<file path="src/bdlb_pkg.sv">
`default_nettype none

package bdlb_pkg;

   // Register indexes on the CSR port
   localparam logic [2:0] REG_DEBOUNCE_TICKS   = 3'd0;
   localparam logic [2:0] REG_SHORT_PRESS_MAX  = 3'd1;
   localparam logic [2:0] REG_LONG_PRESS_TICKS = 3'd2;
   localparam logic [2:0] REG_SLOW_HALF_PERIOD = 3'd3;
   localparam logic [2:0] REG_FAST_HALF_PERIOD = 3'd4;

   // Register reset values
   localparam logic [15:0] DEBOUNCE_TICKS_RST   = 16'd15;
   localparam logic [15:0] SHORT_PRESS_MAX_RST  = 16'd1000;
   localparam logic [15:0] LONG_PRESS_TICKS_RST = 16'd3000;
   localparam logic [15:0] SLOW_HALF_PERIOD_RST = 16'd500;
   localparam logic [15:0] FAST_HALF_PERIOD_RST = 16'd100;

   // LED mode codes
   localparam logic [1:0] MODE_OFF  = 2'd0;
   localparam logic [1:0] MODE_SLOW = 2'd1;
   localparam logic [1:0] MODE_FAST = 2'd2;

   localparam logic [15:0] CNT_MAX = 16'hFFFF;

   typedef struct packed {
      logic [15:0] debounce_ticks;
      logic [15:0] short_press_max;
      logic [15:0] long_press_ticks;
      logic [15:0] slow_half_period;
      logic [15:0] fast_half_period;
   } cfg_type;

   typedef struct packed {
      logic        filtered_sample;
      logic        committed_level;
      logic        previous_level;
      logic        settling;
      logic [15:0] settle_count;
      logic [15:0] press_count;
      logic        hold_armed;
      logic [1:0]  mode;
      logic        led1;
      logic        led2;
      logic [15:0] slow_count;
      logic [15:0] fast_count;
   } state_type;

   typedef struct packed {
      logic       led1_level;
      logic       led2_level;
      logic [1:0] led_mode;
      logic       stable_level;
      logic       press_event;
      logic       release_event;
      logic       short_press_event;
      logic       long_press_event;
   } result_type;

endpackage

`default_nettype wire

</file>
<file path="src/bdlb_tick.sv">
`default_nettype none

// Next-state and result logic for one millisecond tick.
module bdlb_tick (
   input  wire bdlb_pkg::cfg_type    cfg,
   input  wire bdlb_pkg::state_type  cur,
   input  wire                       sample,
   output bdlb_pkg::state_type       nxt,
   output bdlb_pkg::result_type      res
);

   function automatic logic [15:0] sat_inc(input logic [15:0] v);
      return (v == bdlb_pkg::CNT_MAX) ? v : v + 16'd1;
   endfunction

   logic [15:0] settle_inc;
   logic [15:0] press_inc;
   logic [15:0] slow_inc;
   logic [15:0] fast_inc;
   logic        changed;
   logic        settling_pre;
   logic [15:0] settle_pre;
   logic        commit;
   logic        level;
   logic        level_edge;
   logic        press_ev;
   logic        release_ev;
   logic        short_ev;
   logic        long_ev;
   logic        hold_pre;
   logic [15:0] press_pre;
   logic [1:0]  mode_next;

   always_comb begin
      settle_inc = sat_inc(cur.settle_count);
      press_inc  = sat_inc(cur.press_count);
      slow_inc   = sat_inc(cur.slow_count);
      fast_inc   = sat_inc(cur.fast_count);

      // debounce: restart the settle count on any raw change
      changed      = sample != cur.filtered_sample;
      settling_pre = changed | cur.settling;
      settle_pre   = changed ? 16'd0 : settle_inc;
      commit       = settling_pre && (settle_pre >= cfg.debounce_ticks);
      level        = commit ? sample : cur.committed_level;

      // press and release
      level_edge = level != cur.previous_level;
      press_ev   = level_edge & level;
      release_ev = level_edge & ~level;
      short_ev   = release_ev && (press_inc <= cfg.short_press_max);
      hold_pre   = press_ev | (cur.hold_armed & ~release_ev);
      press_pre  = press_ev ? 16'd0 : press_inc;

      case (cur.mode)
         bdlb_pkg::MODE_OFF:  mode_next = press_ev ? bdlb_pkg::MODE_SLOW : cur.mode;
         bdlb_pkg::MODE_SLOW: mode_next = press_ev ? bdlb_pkg::MODE_FAST : cur.mode;
         default:             mode_next = press_ev ? bdlb_pkg::MODE_OFF  : cur.mode;
      endcase

      // long press fires once per press
      long_ev = hold_pre && (press_pre >= cfg.long_press_ticks);

      nxt                 = cur;
      nxt.filtered_sample = sample;
      nxt.committed_level = level;
      nxt.previous_level  = level;
      nxt.settling        = settling_pre & ~commit;
      nxt.settle_count    = settle_pre;
      nxt.press_count     = press_pre;
      nxt.hold_armed      = hold_pre & ~long_ev;
      nxt.mode            = mode_next;
      nxt.slow_count      = slow_inc;
      nxt.fast_count      = fast_inc;

      case (mode_next)
         bdlb_pkg::MODE_SLOW: begin
            if (slow_inc >= cfg.slow_half_period) begin
               nxt.led1       = ~cur.led1;
               nxt.slow_count = 16'd0;
            end
         end
         bdlb_pkg::MODE_FAST: begin
            if (fast_inc >= cfg.fast_half_period) begin
               nxt.led2       = ~cur.led2;
               nxt.fast_count = 16'd0;
            end
         end
         default: begin
            nxt.led1 = 1'b1;
            nxt.led2 = 1'b0;
         end
      endcase

      res.led1_level        = nxt.led1;
      res.led2_level        = nxt.led2;
      res.led_mode          = mode_next;
      res.stable_level      = level;
      res.press_event       = press_ev;
      res.release_event     = release_ev;
      res.short_press_event = short_ev;
      res.long_press_event  = long_ev;
   end

endmodule

`default_nettype wire

</file>
<file path="src/button_debounce_led_mode_blinker.sv">
`default_nettype none

// Channel | Direction | Handshake          | Word
// req     | in        | req_valid/stall    | button_sample (one ms tick)
// rsp     | out       | rsp_valid/stall    | LED levels, mode, level, events
// csr     | in        | csr_valid/ready    | csr_index, csr_wdata (16 bit)
//
// Each tick word is held in the input register; the tick logic then
// computes the next state and the result word into the output register; each
// result is taken from there, one word per cycle while rsp_stall stays low.
// req_stall follows rsp_stall only while both registers hold a word.
// Synchronous reset clears all state and loads the register defaults.
// CSR writes are always ready and apply to ticks processed after the write edge.
module button_debounce_led_mode_blinker (
   input  wire        clock,
   input  wire        reset,

   input  wire        req_valid,
   output logic       req_stall,
   input  wire        req_button_sample,

   output logic       rsp_valid,
   input  wire        rsp_stall,
   output logic       rsp_led1_level,
   output logic       rsp_led2_level,
   output logic [1:0] rsp_led_mode,
   output logic       rsp_stable_level,
   output logic       rsp_press_event,
   output logic       rsp_release_event,
   output logic       rsp_short_press_event,
   output logic       rsp_long_press_event,

   input  wire        csr_valid,
   output logic       csr_ready,
   input  wire [2:0]  csr_index,
   input  wire [15:0] csr_wdata
);

   bdlb_pkg::cfg_type    cfg_ff;
   bdlb_pkg::state_type  state_ff;
   bdlb_pkg::state_type  state_in;
   bdlb_pkg::result_type res_in;
   bdlb_pkg::result_type res_ff;

   logic in_valid_ff;
   logic in_sample_ff;
   logic out_valid_ff;
   logic out_free;
   logic advance;

   // Output register can take a word when empty or drained this cycle
   assign out_free  = ~out_valid_ff | ~rsp_stall;
   assign advance   = in_valid_ff & out_free;
   assign req_stall = in_valid_ff & ~out_free;
   assign csr_ready = 1'b1;

   bdlb_tick u_tick (
      .cfg    (cfg_ff),
      .cur    (state_ff),
      .sample (in_sample_ff),
      .nxt    (state_in),
      .res    (res_in)
   );

   // Configuration registers
   always_ff @(posedge clock) begin
      if (reset) begin
         cfg_ff.debounce_ticks   <= bdlb_pkg::DEBOUNCE_TICKS_RST;
         cfg_ff.short_press_max  <= bdlb_pkg::SHORT_PRESS_MAX_RST;
         cfg_ff.long_press_ticks <= bdlb_pkg::LONG_PRESS_TICKS_RST;
         cfg_ff.slow_half_period <= bdlb_pkg::SLOW_HALF_PERIOD_RST;
         cfg_ff.fast_half_period <= bdlb_pkg::FAST_HALF_PERIOD_RST;
      end else if (csr_valid && csr_ready) begin
         case (csr_index)
            bdlb_pkg::REG_DEBOUNCE_TICKS:   cfg_ff.debounce_ticks   <= csr_wdata;
            bdlb_pkg::REG_SHORT_PRESS_MAX:  cfg_ff.short_press_max  <= csr_wdata;
            bdlb_pkg::REG_LONG_PRESS_TICKS: cfg_ff.long_press_ticks <= csr_wdata;
            bdlb_pkg::REG_SLOW_HALF_PERIOD: cfg_ff.slow_half_period <= csr_wdata;
            bdlb_pkg::REG_FAST_HALF_PERIOD: cfg_ff.fast_half_period <= csr_wdata;
            default: ;  // drop writes past the register list
         endcase
      end
   end

   // Input stage: hold the word while stalled
   always_ff @(posedge clock) begin
      if (reset) begin
         in_valid_ff <= 1'b0;
      end else if (!req_stall) begin
         in_valid_ff <= req_valid;
      end
   end

   always_ff @(posedge clock) begin
      if (!req_stall && req_valid) begin
         in_sample_ff <= req_button_sample;
      end
   end

   // Block state advances once per processed tick; all-zero state is mode off
   always_ff @(posedge clock) begin
      if (reset) begin
         state_ff <= '0;
      end else if (advance) begin
         state_ff <= state_in;
      end
   end

   // Output stage
   always_ff @(posedge clock) begin
      if (reset) begin
         out_valid_ff <= 1'b0;
      end else if (out_free) begin
         out_valid_ff <= in_valid_ff;
      end
   end

   always_ff @(posedge clock) begin
      if (advance) begin
         res_ff <= res_in;
      end
   end

   assign rsp_valid             = out_valid_ff;
   assign rsp_led1_level        = res_ff.led1_level;
   assign rsp_led2_level        = res_ff.led2_level;
   assign rsp_led_mode          = res_ff.led_mode;
   assign rsp_stable_level      = res_ff.stable_level;
   assign rsp_press_event       = res_ff.press_event;
   assign rsp_release_event     = res_ff.release_event;
   assign rsp_short_press_event = res_ff.short_press_event;
   assign rsp_long_press_event  = res_ff.long_press_event;

endmodule

`default_nettype wire

</file>
<file path="config.mk">
export PLATFORM = sky130hd
export DESIGN_NAME = button_debounce_led_mode_blinker
export DESIGN_NICKNAME = d
export VERILOG_FILES = /design/src/bdlb_pkg.sv /design/src/bdlb_tick.sv /design/src/button_debounce_led_mode_blinker.sv
export SDC_FILE = /design/constraint.sdc
export NUM_CORES = 1
export LEC_CHECK = 0
export ABC_AREA = 1
export BUFFER_PORTS_ARGS = -buffer_cell sky130_fd_sc_hd__buf_2
export CORE_MARGIN = 2
export CORE_UTILIZATION = 68
export CTS_CLUSTER_SIZE = 10
export DETAILED_ROUTE_END_ITERATION = 6
export GPL_TIMING_DRIVEN = 0
export PLACE_DENSITY_LB_ADDON = 0.25
export SLEW_MARGIN = 15
export SYNTH_ARGS = -nofsm -noshare
export SYNTH_HDL_FRONTEND = slang
export SYNTH_SLANG_ARGS = --single-unit
</file>
<file path="constraint.sdc">
create_clock -name clock -period 8.3 [get_ports clock]
set_input_delay 1.245 -clock clock [delete_from_list [all_inputs] [get_ports clock]]
set_output_delay 1.245 -clock clock [all_outputs]
set_load 0.02 [all_outputs]
</file>
==> run metrics, run 1 <==
Antenna Cells=0; CTS Buffer Depth=2; yosys synthesis warning count=0; Critical Path Max Stage Delay=0.39 ns; num rows=43; mapped cell area=9730 µm²; Max Cap Viol=0; Worst IR Drop VDD=159 µV; combinational share of power=13.8%; CP Capture Type=register; Post-CTS Setup Inserts=0; critical path class=reg2reg; Met3 Wirelength=2350 µm; Critical-path top delay cell=dfxtp_1; Fin Hold WS=0.464 ns; initial core utilization=69.8%; commonest cells after routing, fill and taps aside=239 x nand2_1, 203 x inv_1, 175 x a21oi_1; mean cell area of the mapped netlist=7.21 µm²; via count=9342; Final Slew Violations=0; commonest non-fill, non-tap cell in the layout=nand2_1; crit-path max FO=10; worst hold path type=reg2reg; H-tree depth=4; antenna-violating nets left=0; die width=124 µm; initial antenna violation count=0; layout cells sized above 1=8.20%; Leak=4.90 nW; WL met1=11100 µm; drt wl/cell=16.3 µm; vias in the first global route=8447; Data required, critical path=8.47 ns; Net Switching=0.513 mW; sequential area share after synthesis=34.8%; first-pass GRT wire length=41200 µm; Area growth syn-to-layout=9.81%; Power Internal=1.36 mW; Top cell by count, worst path=nand2_1; RePlAce Congestion=0.971; clock tree root driver cell=clkbuf_16; Main synth FF type=dfxtp_1; CTS tree=built; clk sink count=164; largest net degree at the start of global routing=19; die height=124 µm; routed vias/inst=5.86; final setup vio count=0; status=complete, no violations; measured slew at the worst slew-check pin=1.09 ns; I/O Pins=37; fin crit share=54.8%; Switching Share=27.3%; met2 WL=11800 µm; Post-Synthesis Net Count=1460; initial drt markers=930; max_slew headroom=27.6%; Detailed Routing Iterations Pass 1=5; CP delay by family, top=simple AND/OR/NAND/NOR gates; total track usage=35.2%; power density over cell area=176 nW/µm²; Port Buffers=34; crit path launch type=register; Final Hold Vio Count=0; Async SR Flop Fraction=0%; number of synthesized flops with an enable pin=10; Synth Instances=1349; core area=13900 µm²; DIE AREA=15300 µm²; Netlist cell types=44; fill cell count=1069; setup TNS=0 ns; hold bufs inserted after CTS=0; Top Metal Used=met4; total wire length=26000 µm; DR DRC count=0; Clk pin slew, worst setup/hold paths=0.06 ns; Fmax=220 MHz; Overflow after GRT=0; r2r setup slk=3.75 ns; Max Clock Skew=0.00835 ns; Final Net Count=1513; post-cts resize count=0; worst skew pair latency=0.44 ns; RSZ-0062 raised after global routing=no; Buf+Inv Stages, Crit Path=5; Num CTS Buffers=17; FF+latch count, synth=164; arrival time at the worst endpoint=4.72 ns; Seq pwr share=45.4%; final critical-path required period=4.55 ns; post-detail-place hpwl=19200 µm; Clk pwr share=40.8%
-- through the flow --
step                      util, %  setup WS [ns]  std cells  instance area [µm²]  power, mW
after detailed placement     72.6           3.87       1563                10100       1.12
after floorplan                 -           4.68       1349                 9730       1.03
after CTS                    76.7           3.83       1594                10700       1.87
after global routing         76.7           3.30       1594                10700       1.94
final                        76.7           3.75       1594                10700       1.87
after global placement       72.6           4.00       1563                10100       1.11
-- cells by family (layout without fill, tap and decap cells) --
| logic type | count (synthesis) | in the layout | synth area share [%] |
|---|---|---|---|
| AOI/OAI and AO/OA | 334 | 334 | 18.1 |
| xor gates and xnor gates | 40 | 40 | 3.83 |
| adders and majority gates | 86 | 86 | 11.1 |
| buffers and inverters | 264 | 329 | 10.4 |
| DFF | 164 | 164 | 34.8 |
| muxes | 1 | 1 | 0.116 |
| other | 1 | 1 | 0.0386 |
| and+or+nand+nor | 459 | 459 | 21.7 |
-- synth_stat cells, types with 4 or more instances --
cell	number	area share, %
nor3_1	19	0.98
edfxtp_1	10	3.1
inv_1	203	7.8
buf_2	5	0.26
nor3_2	6	0.62
xnor2_1	8	0.72
nor4_1	8	0.51
inv_2	13	0.50
o21a_1	5	0.39
o211ai_1	20	1.5
nand3_2	6	0.62
clkbuf_1	38	1.5
o21ai_1	5	0.26
o21ai_0	121	6.2
a21oi_1	175	9.0
dfxtp_1	154	32
nand4_1	21	1.4
nor2_2	5	0.32
nand3_1	68	3.5
nand2_1	239	9.2
nor2_1	69	2.7
ha_1	86	11
nand3b_1	4	0.31
xor2_1	29	2.6
-- sequential cells by signal, indices dropped and copies added, names as in the netlist --
register and count:
in_valid_ff 1, state_ff 72, in_sample_ff 1, rsp_led_mode 2
rsp_valid 1, rsp_led1_level 1, rsp_long_press_event 1, cfg_ff 80
rsp_press_event 1, rsp_release_event 1, rsp_stable_level 1, rsp_short_press_event 1
rsp_led2_level 1
-- area by class of cell --
cell class	count	area [µm²]	area share (%)
plain buffers	47	198	1.85
clock buffers	28	517	4.84
clock inverters	3	42.5	0.398
inverters	217	815	7.63
multi-input cells	921	5330	49.9
flip-flops and latches	164	3380	31.7
well taps	180	225	2.11
repair buffers	34	170	1.59
-- power by group through the flow --
stage	Combinational, mW	Sequential (mW)	Clock, mW
floorplan	0.168	0.866	0
global placement	0.240	0.867	0
detailed placement	0.248	0.868	0
CTS	0.252	0.851	0.764
global route	0.288	0.855	0.793
finish	0.258	0.852	0.765
-- layer usage --
layer  global-route usage [%]  vias to the layer above
li1                         -                     4567
met1                     46.5                     4286
met2                     56.8                      419
met3                     7.51                       70
met4                     12.6                        0
met5                        0                        -
-- worst paths after layout --
path	cells after the start	startpoint	end
worst max-delay path	34	state_ff[53]$_SDFFE_PP0P_	rsp_long_press_event$_DFFE_PP_
worst min-delay path	2	state_ff[5]$_SDFFE_PP0P_	state_ff[5]$_SDFFE_PP0P_
worst max register to register	34	state_ff[53]$_SDFFE_PP0P_	rsp_long_press_event$_DFFE_PP_
worst min register to register	2	state_ff[5]$_SDFFE_PP0P_	state_ff[5]$_SDFFE_PP0P_
-- worst reg2reg max path: cells and delay by family (launching register included) --
family          cells  cell delay, ns
compound gates      3            0.55
simple gates       23            2.12
buf+inv             5            0.46
fa+ha+maj           3            0.77
flops               1            0.39
Power figures use the tool's default switching activity.
==> run 2, diff against run 1 <==
Settings changed: CORE_UTILIZATION 68 to 57.
Clock period 8.3 ns to 3.97 ns, I/O delays scaled along.
==> run 2 against run 1 <==
The flow now finishes with violations (setup timing); sequential share of layout area decreased by 2.2 points; clock-buffer cell count decreased by 11; cell area increased by 7.8%; global-route usage decreased by 5.1 points; clock power increased by 120%; sequential cell count unchanged; hold slack got worse by 0.12 ns; sequential power increased by 110%; highest routed layer unchanged.
==> run metrics, run 2 (synthesized netlist as in run 1, its figures left out) <==
power density over cell area=362 nW/µm² (+110%); Buf+Inv Stages, Crit Path=7 (+2); R2R Path End=rsp_long_press_event$_DFFE_PP_; r2r setup slk=-0.11 ns (-3.86 ns); first-pass GRT wire length=43000 µm (+4.4%); area of the multi-input gates=5790 µm² (+8.7%); crit path launch type=register; H-tree depth=4 (unchanged); Final Net Count=1540 (+1.8%); routed vias/inst=5.65 (-3.5%); Top cell by count, worst path=nand2_1; fin crit share=103% (+48 points); final worst slack=-0.108 ns (-3.86 ns); die width=135 µm (+8.9%); final critical-path required period=4.08 ns (-0.475 ns); worst hold path type=in2reg; Port Buffers=34 (unchanged); DR DRC count=0 (unchanged); CTS Buffer Depth=2 (unchanged); drt wl/cell=16.5 µm (+1.0%); core area=16600 µm² (+19%); failing checks=setup timing; CP startpoint=state_ff[54]$_SDFFE_PP0P_; vias in the first global route=8675 (+2.7%); critical path class=reg2reg; final setup vio count=2 (+2); reg-to-reg critical path startpoint=state_ff[54]$_SDFFE_PP0P_; Fmax=245 MHz (+12%); clk sink count=164 (unchanged); CTS tree=built; Clk pin slew, worst setup/hold paths=0.07 ns (about the same); initial drt markers=703 (-24%); arrival time at the worst endpoint=4.27 ns (-0.45 ns); RePlAce Congestion=0.913 (-6.0%); DP Worst Slack=-0.438 ns (-4.31 ns); largest net degree at the start of global routing=19 (unchanged); crit-path max FO=5 (-5); CP delay by family, top=simple AND/OR/NAND/NOR gates; commonest non-fill, non-tap cell in the layout=nand2_1; Leak=5.12 nW (+4.5%); Final Slew Violations=0 (unchanged); measured slew at the worst slew-check pin=1.12 ns (+0.0289 ns); commonest cells after routing, fill and taps aside=211 x nand2_1, 190 x inv_1, 165 x a21oi_1; layout cells sized above 1=16.7% (+8.5 points); most flop-heavy register=cfg_ff; DIE AREA=18100 µm² (+19%); Data required, critical path=4.16 ns (-4.31 ns); CP Capture Type=register; Antenna Cells=0 (unchanged); status=finished with violations; Critical Path Max Stage Delay=0.34 ns (-0.05 ns); Detailed Routing Iterations Pass 1=6 (+1); met2 WL=12600 µm (+6.8%); Final Hold Vio Count=0 (unchanged); Worst IR Drop VDD=353 µV (+120%); antenna-violating nets left=0 (unchanged); die height=135 µm (+8.9%); crit path to=rsp_long_press_event$_DFFE_PP_; worst reg-to-reg path cell count=34 (unchanged); hold bufs inserted after CTS=0 (unchanged); Met3 Wirelength=2300 µm (-1.9%); register area=3390 µm² (+0.26%); initial antenna violation count=0 (unchanged); initial core utilization=58.4% (-11 points); Max Clock Skew=0.00731 ns (-0.00104 ns); max_slew headroom=25.7% (-1.9 points); WL met1=11600 µm (+4.7%); Max Cap Viol=0 (unchanged); fill cell count=1330 (+24%); total wire length=27400 µm (+5.4%); Largest register FFs=80 (unchanged); setup TNS=-0.176 ns (-0.176 ns); Total Power=4.16 mW (+120%); total track usage=30.1% (-5.1 points); num rows=47 (+9.3%); Overflow after GRT=0 (unchanged); worst skew pair latency=0.43 ns (about the same); RSZ-0062 raised after global routing=yes; post-detail-place hpwl=18900 µm (-1.8%); Area growth syn-to-layout=18.4%; CP Depth=34 (unchanged); Critical-path top delay cell=dfxtp_2; I/O Pins=37 (unchanged); Top Metal Used=met4; Num CTS Buffers=17 (unchanged); via count=9396 (+0.58%); clock tree root driver cell=clkbuf_16
## run 2: cell count changes in the layout (fill, tap and decap cells not counted), sizes merged
cell | previous run | this run
clkbuf | 66 | 55
inv | 216 | 219
buf | 43 | 70
clkinvlp | 1 | 3
clkinv | 2 | 7
bufinv | 1 | 3
## run 2: worst min path at each step
stage,from,endpoint,slack [ns],depth (start not counted)
final,req_button_sample,in_sample_ff$_DFFE_PP_,0.34,1
after global routing,req_button_sample,in_sample_ff$_DFFE_PP_,0.33,1
after CTS,req_button_sample,in_sample_ff$_DFFE_PP_,0.34,1
after detailed placement,cfg_ff[62]$_SDFFE_PP0P_,cfg_ff[62]$_SDFFE_PP0P_,0.45,2
after global placement,cfg_ff[62]$_SDFFE_PP0P_,cfg_ff[62]$_SDFFE_PP0P_,0.45,2
after floorplan,cfg_ff[10]$_SDFFE_PP0P_,cfg_ff[10]$_SDFFE_PP0P_,0.44,2
## run 2: routing by layer
| layer | vias to the layer above | GRT usage [%] |
|---|---|---|
| met3 | 86 | 6.34 |
| met5 | - | 0 |
| met2 | 368 | 48.1 |
| li1 | 4625 | - |
| met1 | 4317 | 39.8 |
| met4 | 0 | 11.8 |
## run 2: report_power, final
part | total, mW | leakage [nW] | internal, mW | switching, mW
logic | 0.657 | 3.48 | 0.234 | 0.423
clock network | 1.72 | 0.288 | 0.994 | 0.731
registers | 1.78 | 1.35 | 1.73 | 0.0488
## run 2: what timing repair did
action / CTS / global route
buffers inserted: 13 / 11
resized for setup: 69 / 68
cloned: 2 / 1
hold endpoints to repair: 0 / 0
setup endpoints to repair: 33 / 38
pin swaps: 26 / 38
## run 2: layout make-up
cell class / count / share of cell area, %
Clock inverter: 15 / 1.55
Buffer: 47 / 2.03
Inverter: 217 / 7.14
Timing Repair Buffer: 61 / 3.40
Multi-Input combinational cell: 921 / 50.3
Clock buffer: 17 / 3.70
Sequential cell: 164 / 29.5
Tap cell: 220 / 2.39
## run 2: metrics by stage
stage / hold slack, ns / util, % / cells / instance area [µm²]
2_1_floorplan: 0.435 / - / 1349 / 9730
3_3_place_gp: 0.450 / 61.1 / 1603 / 10200
3_5_place_dp: 0.454 / 61.1 / 1603 / 10200
4_1_cts: 0.341 / 67.2 / 1650 / 11200
5_1_grt: 0.332 / 69.2 / 1662 / 11500
6_report: 0.342 / 69.2 / 1662 / 11500
==> run 3, diff against run 2 <==
Settings changed: BUFFER_PORTS_ARGS -buffer_cell sky130_fd_sc_hd__buf_2 to not set, CORE_UTILIZATION 57 to 58, DONT_BUFFER_PORTS set to 1, MAX_ROUTING_LAYER set to met4, REMOVE_ABC_BUFFERS set to 1.
==> run 3 against run 2 <==
The flow still finishes with violations (setup timing); worst setup slack lost 0.0075 ns; register-to-register slack is essentially flat; cell area shrank 0.36%; clock-buffer cell count grew 9; non-clock buffer count shrank 58; critical path depth shrank 1; wire length shrank 4.6%; sequential power is essentially flat; clock power is essentially flat; die area shrank 1.7%; critical path type unchanged; largest cell class unchanged; highest routed layer unchanged.
==> run metrics, run 3 (synthesized netlist as in run 1, its figures left out) <==
Detailed Routing Iterations Pass 1=5 (-1); Seq pwr share=43.3% (+0.5 points); Min-Delay Endpoint=state_ff[15]$_SDFFE_PP0P_; final setup vio count=2 (unchanged); die width=134 µm (-0.84%); H-tree depth=4 (unchanged); measured slew at the worst slew-check pin=1.12 ns (+0.00812 ns); die height=134 µm (-0.84%); Switching Share=26.7% (-2.2 points); DR DRC count=0 (unchanged); Final Net Count=1484 (-3.6%); Overflow after GRT=0 (unchanged); Fmax=245 MHz (-0.18%); Port Buffers=0 (-100%); Top cell by count, worst path=nand2_1; commonest non-fill, non-tap cell in the layout=nand2_1; hold_sp=reset; RePlAce Congestion=0.895 (-2.0%); crit-path max FO=6 (+1); Worst IR Drop VDD=338 µV (-4.3%); Max Cap Viol=0 (unchanged); clk sink count=164 (unchanged); Clk pin slew, worst setup/hold paths=0.06 ns (about the same); CTS tree=built; final critical-path required period=4.09 ns (+0.00751 ns); core area=16500 µm² (-1.1%); CTS Buffer Depth=2 (unchanged); arrival time at the worst endpoint=4.27 ns (about the same); Fin Hold WS=0.233 ns (-0.109 ns); num rows=47 (unchanged); r2r setup slk=-0.12 ns (about the same); DIE AREA=17800 µm² (-1.7%); CP Capture Type=register; R2R Path End=rsp_long_press_event$_DFFE_PP_; register area=3390 µm² (unchanged); layout cells sized above 1=16.1% (-0.61 points); final worst slack=-0.115 ns (-0.00751 ns); Final Hold Vio Count=0 (unchanged); initial drt markers=814 (+16%); Clk pwr share=40.9% (-0.5 points); Area growth syn-to-layout=17.9%; Leak=5.04 nW (-1.7%); initial antenna violation count=0 (unchanged); Net Switching=1.11 mW (-8.1%); commonest cells after routing, fill and taps aside=208 x nand2_1, 186 x inv_1, 162 x a21oi_1; Largest register FFs=80 (unchanged); max_slew headroom=24.8% (-0.82 points); critical path class=reg2reg; first-pass GRT wire length=40900 µm (-5.1%); Num CTS Buffers=17 (unchanged); hold depth=1 (unchanged); Final Slew Violations=0 (unchanged); Critical Path Max Stage Delay=0.35 ns (about the same); antenna-violating nets left=0 (unchanged); clock tree root driver cell=clkbuf_16; post-detail-place hpwl=15700 µm (-17%); routed vias/inst=5.69 (+0.70%); hold bufs inserted after CTS=0 (unchanged); fin crit share=103% (+0.19 points); worst reg-to-reg path cell count=33 (-2.9%); Total Power=4.14 mW (-0.64%); reg-to-reg critical path startpoint=state_ff[53]$_SDFFE_PP0P_; fill cell count=1325 (-0.38%); status=finished with violations; power density over cell area=361 nW/µm² (-0.28%); via count=9137 (-2.8%); drt wl/cell=16.3 µm (-1.2%); Power Internal=3.03 mW (+2.4%); worst skew pair latency=0.43 ns (about the same); Antenna Cells=0 (unchanged); vias in the first global route=8461 (-2.5%); failing checks=setup timing; area of the multi-input gates=5890 µm² (+1.7%); I/O Pins=37 (unchanged); RSZ-0062 raised after global routing=yes; crit path launch type=register; worst hold path type=in2reg; largest net degree at the start of global routing=110 (+91); Max Clock Skew=0.00721 ns (-0.000101 ns); Data required, critical path=4.15 ns (about the same); initial core utilization=59.1% (+0.63 points); total track usage=29.6% (-0.47 points); total wire length=26200 µm (-4.6%); most flop-heavy register=cfg_ff; Critical-path top delay cell=dfxtp_2; combinational share of power=15.8% (about the same)
run 3: power by group through the flow:
stage | sequential, mW | combinational (mW) | clock [mW]
final | 1.79 | 0.655 | 1.69
after global routing | 1.80 | 0.723 | 1.77
after CTS | 1.79 | 0.554 | 1.71
after detailed placement | 1.82 | 0.445 | 0
after global placement | 1.82 | 0.422 | 0
after floorplan | 1.81 | 0.334 | 0
run 3: final cells by class:
class                   instances  share of cell area, %
repair buffers                 50                   4.28
multi-input cells             923                   51.4
clock inverters                 5                  0.873
clock buffers                  26                   4.26
inverters                     217                   7.23
flip-flops and latches        164                   29.6
well taps                     220                   2.40
run 3: critical path, delay by kind of cell, from the launching register on:
family | cells | cell delay [ns]
buf+inv | 3 | 0.38
simple gates | 24 | 2.18
fa+ha+maj | 3 | 0.56
flops | 1 | 0.35
compound gates | 3 | 0.37
run 3: what timing repair did:
action	in CTS	in global routing
setup endpoints to repair	55	39
gates resized for setup	76	69
gates cloned	2	1
pin swaps	29	37
setup buffers	38	15
hold endpoints to repair	0	0
run 3: how the worst max path moves through the flow:
stage | from | to | slack, ns | cells past startpoint
after floorplan | rsp_stall | state_ff[70]$_SDFFE_PP0P_ | -0.04 | 6
after global placement | rsp_stall | state_ff[70]$_SDFFE_PP0P_ | -1.96 | 6
after detailed placement | state_ff[53]$_SDFFE_PP0P_ | rsp_led2_level$_DFFE_PP_ | -1.22 | 31
after CTS | state_ff[54]$_SDFFE_PP0P_ | state_ff[58]$_SDFFE_PP0P_ | -0.05 | 32
after global routing | state_ff[53]$_SDFFE_PP0P_ | rsp_long_press_event$_DFFE_PP_ | -0.33 | 31
final | state_ff[53]$_SDFFE_PP0P_ | rsp_long_press_event$_DFFE_PP_ | -0.12 | 33
run 3: routing by layer:
layer	up-vias	part of all wire, %	GRT usage [%]
met5	-	0	-
li1	4499	-	-
met4	0	3.3	11.4
met1	4247	43	37.0
met2	322	47	47.5
met3	69	6.3	5.67
run 3: through the flow:
step / instances / setup TNS [ns] / area, µm² / util, % / worst slack [ns]
5_1_grt: 1605 / -2.08 / 11500 / 69.7 / -0.334
6_report: 1605 / -0.191 / 11500 / 69.7 / -0.115
3_3_place_gp: 1522 / -90.88 / 9800 / 59.5 / -1.96
4_1_cts: 1596 / -0.0581 / 11100 / 67.4 / -0.0473
2_1_floorplan: 1302 / -0.0853 / 9530 / - / -0.0443
3_5_place_dp: 1525 / -38.51 / 9890 / 60.1 / -1.22
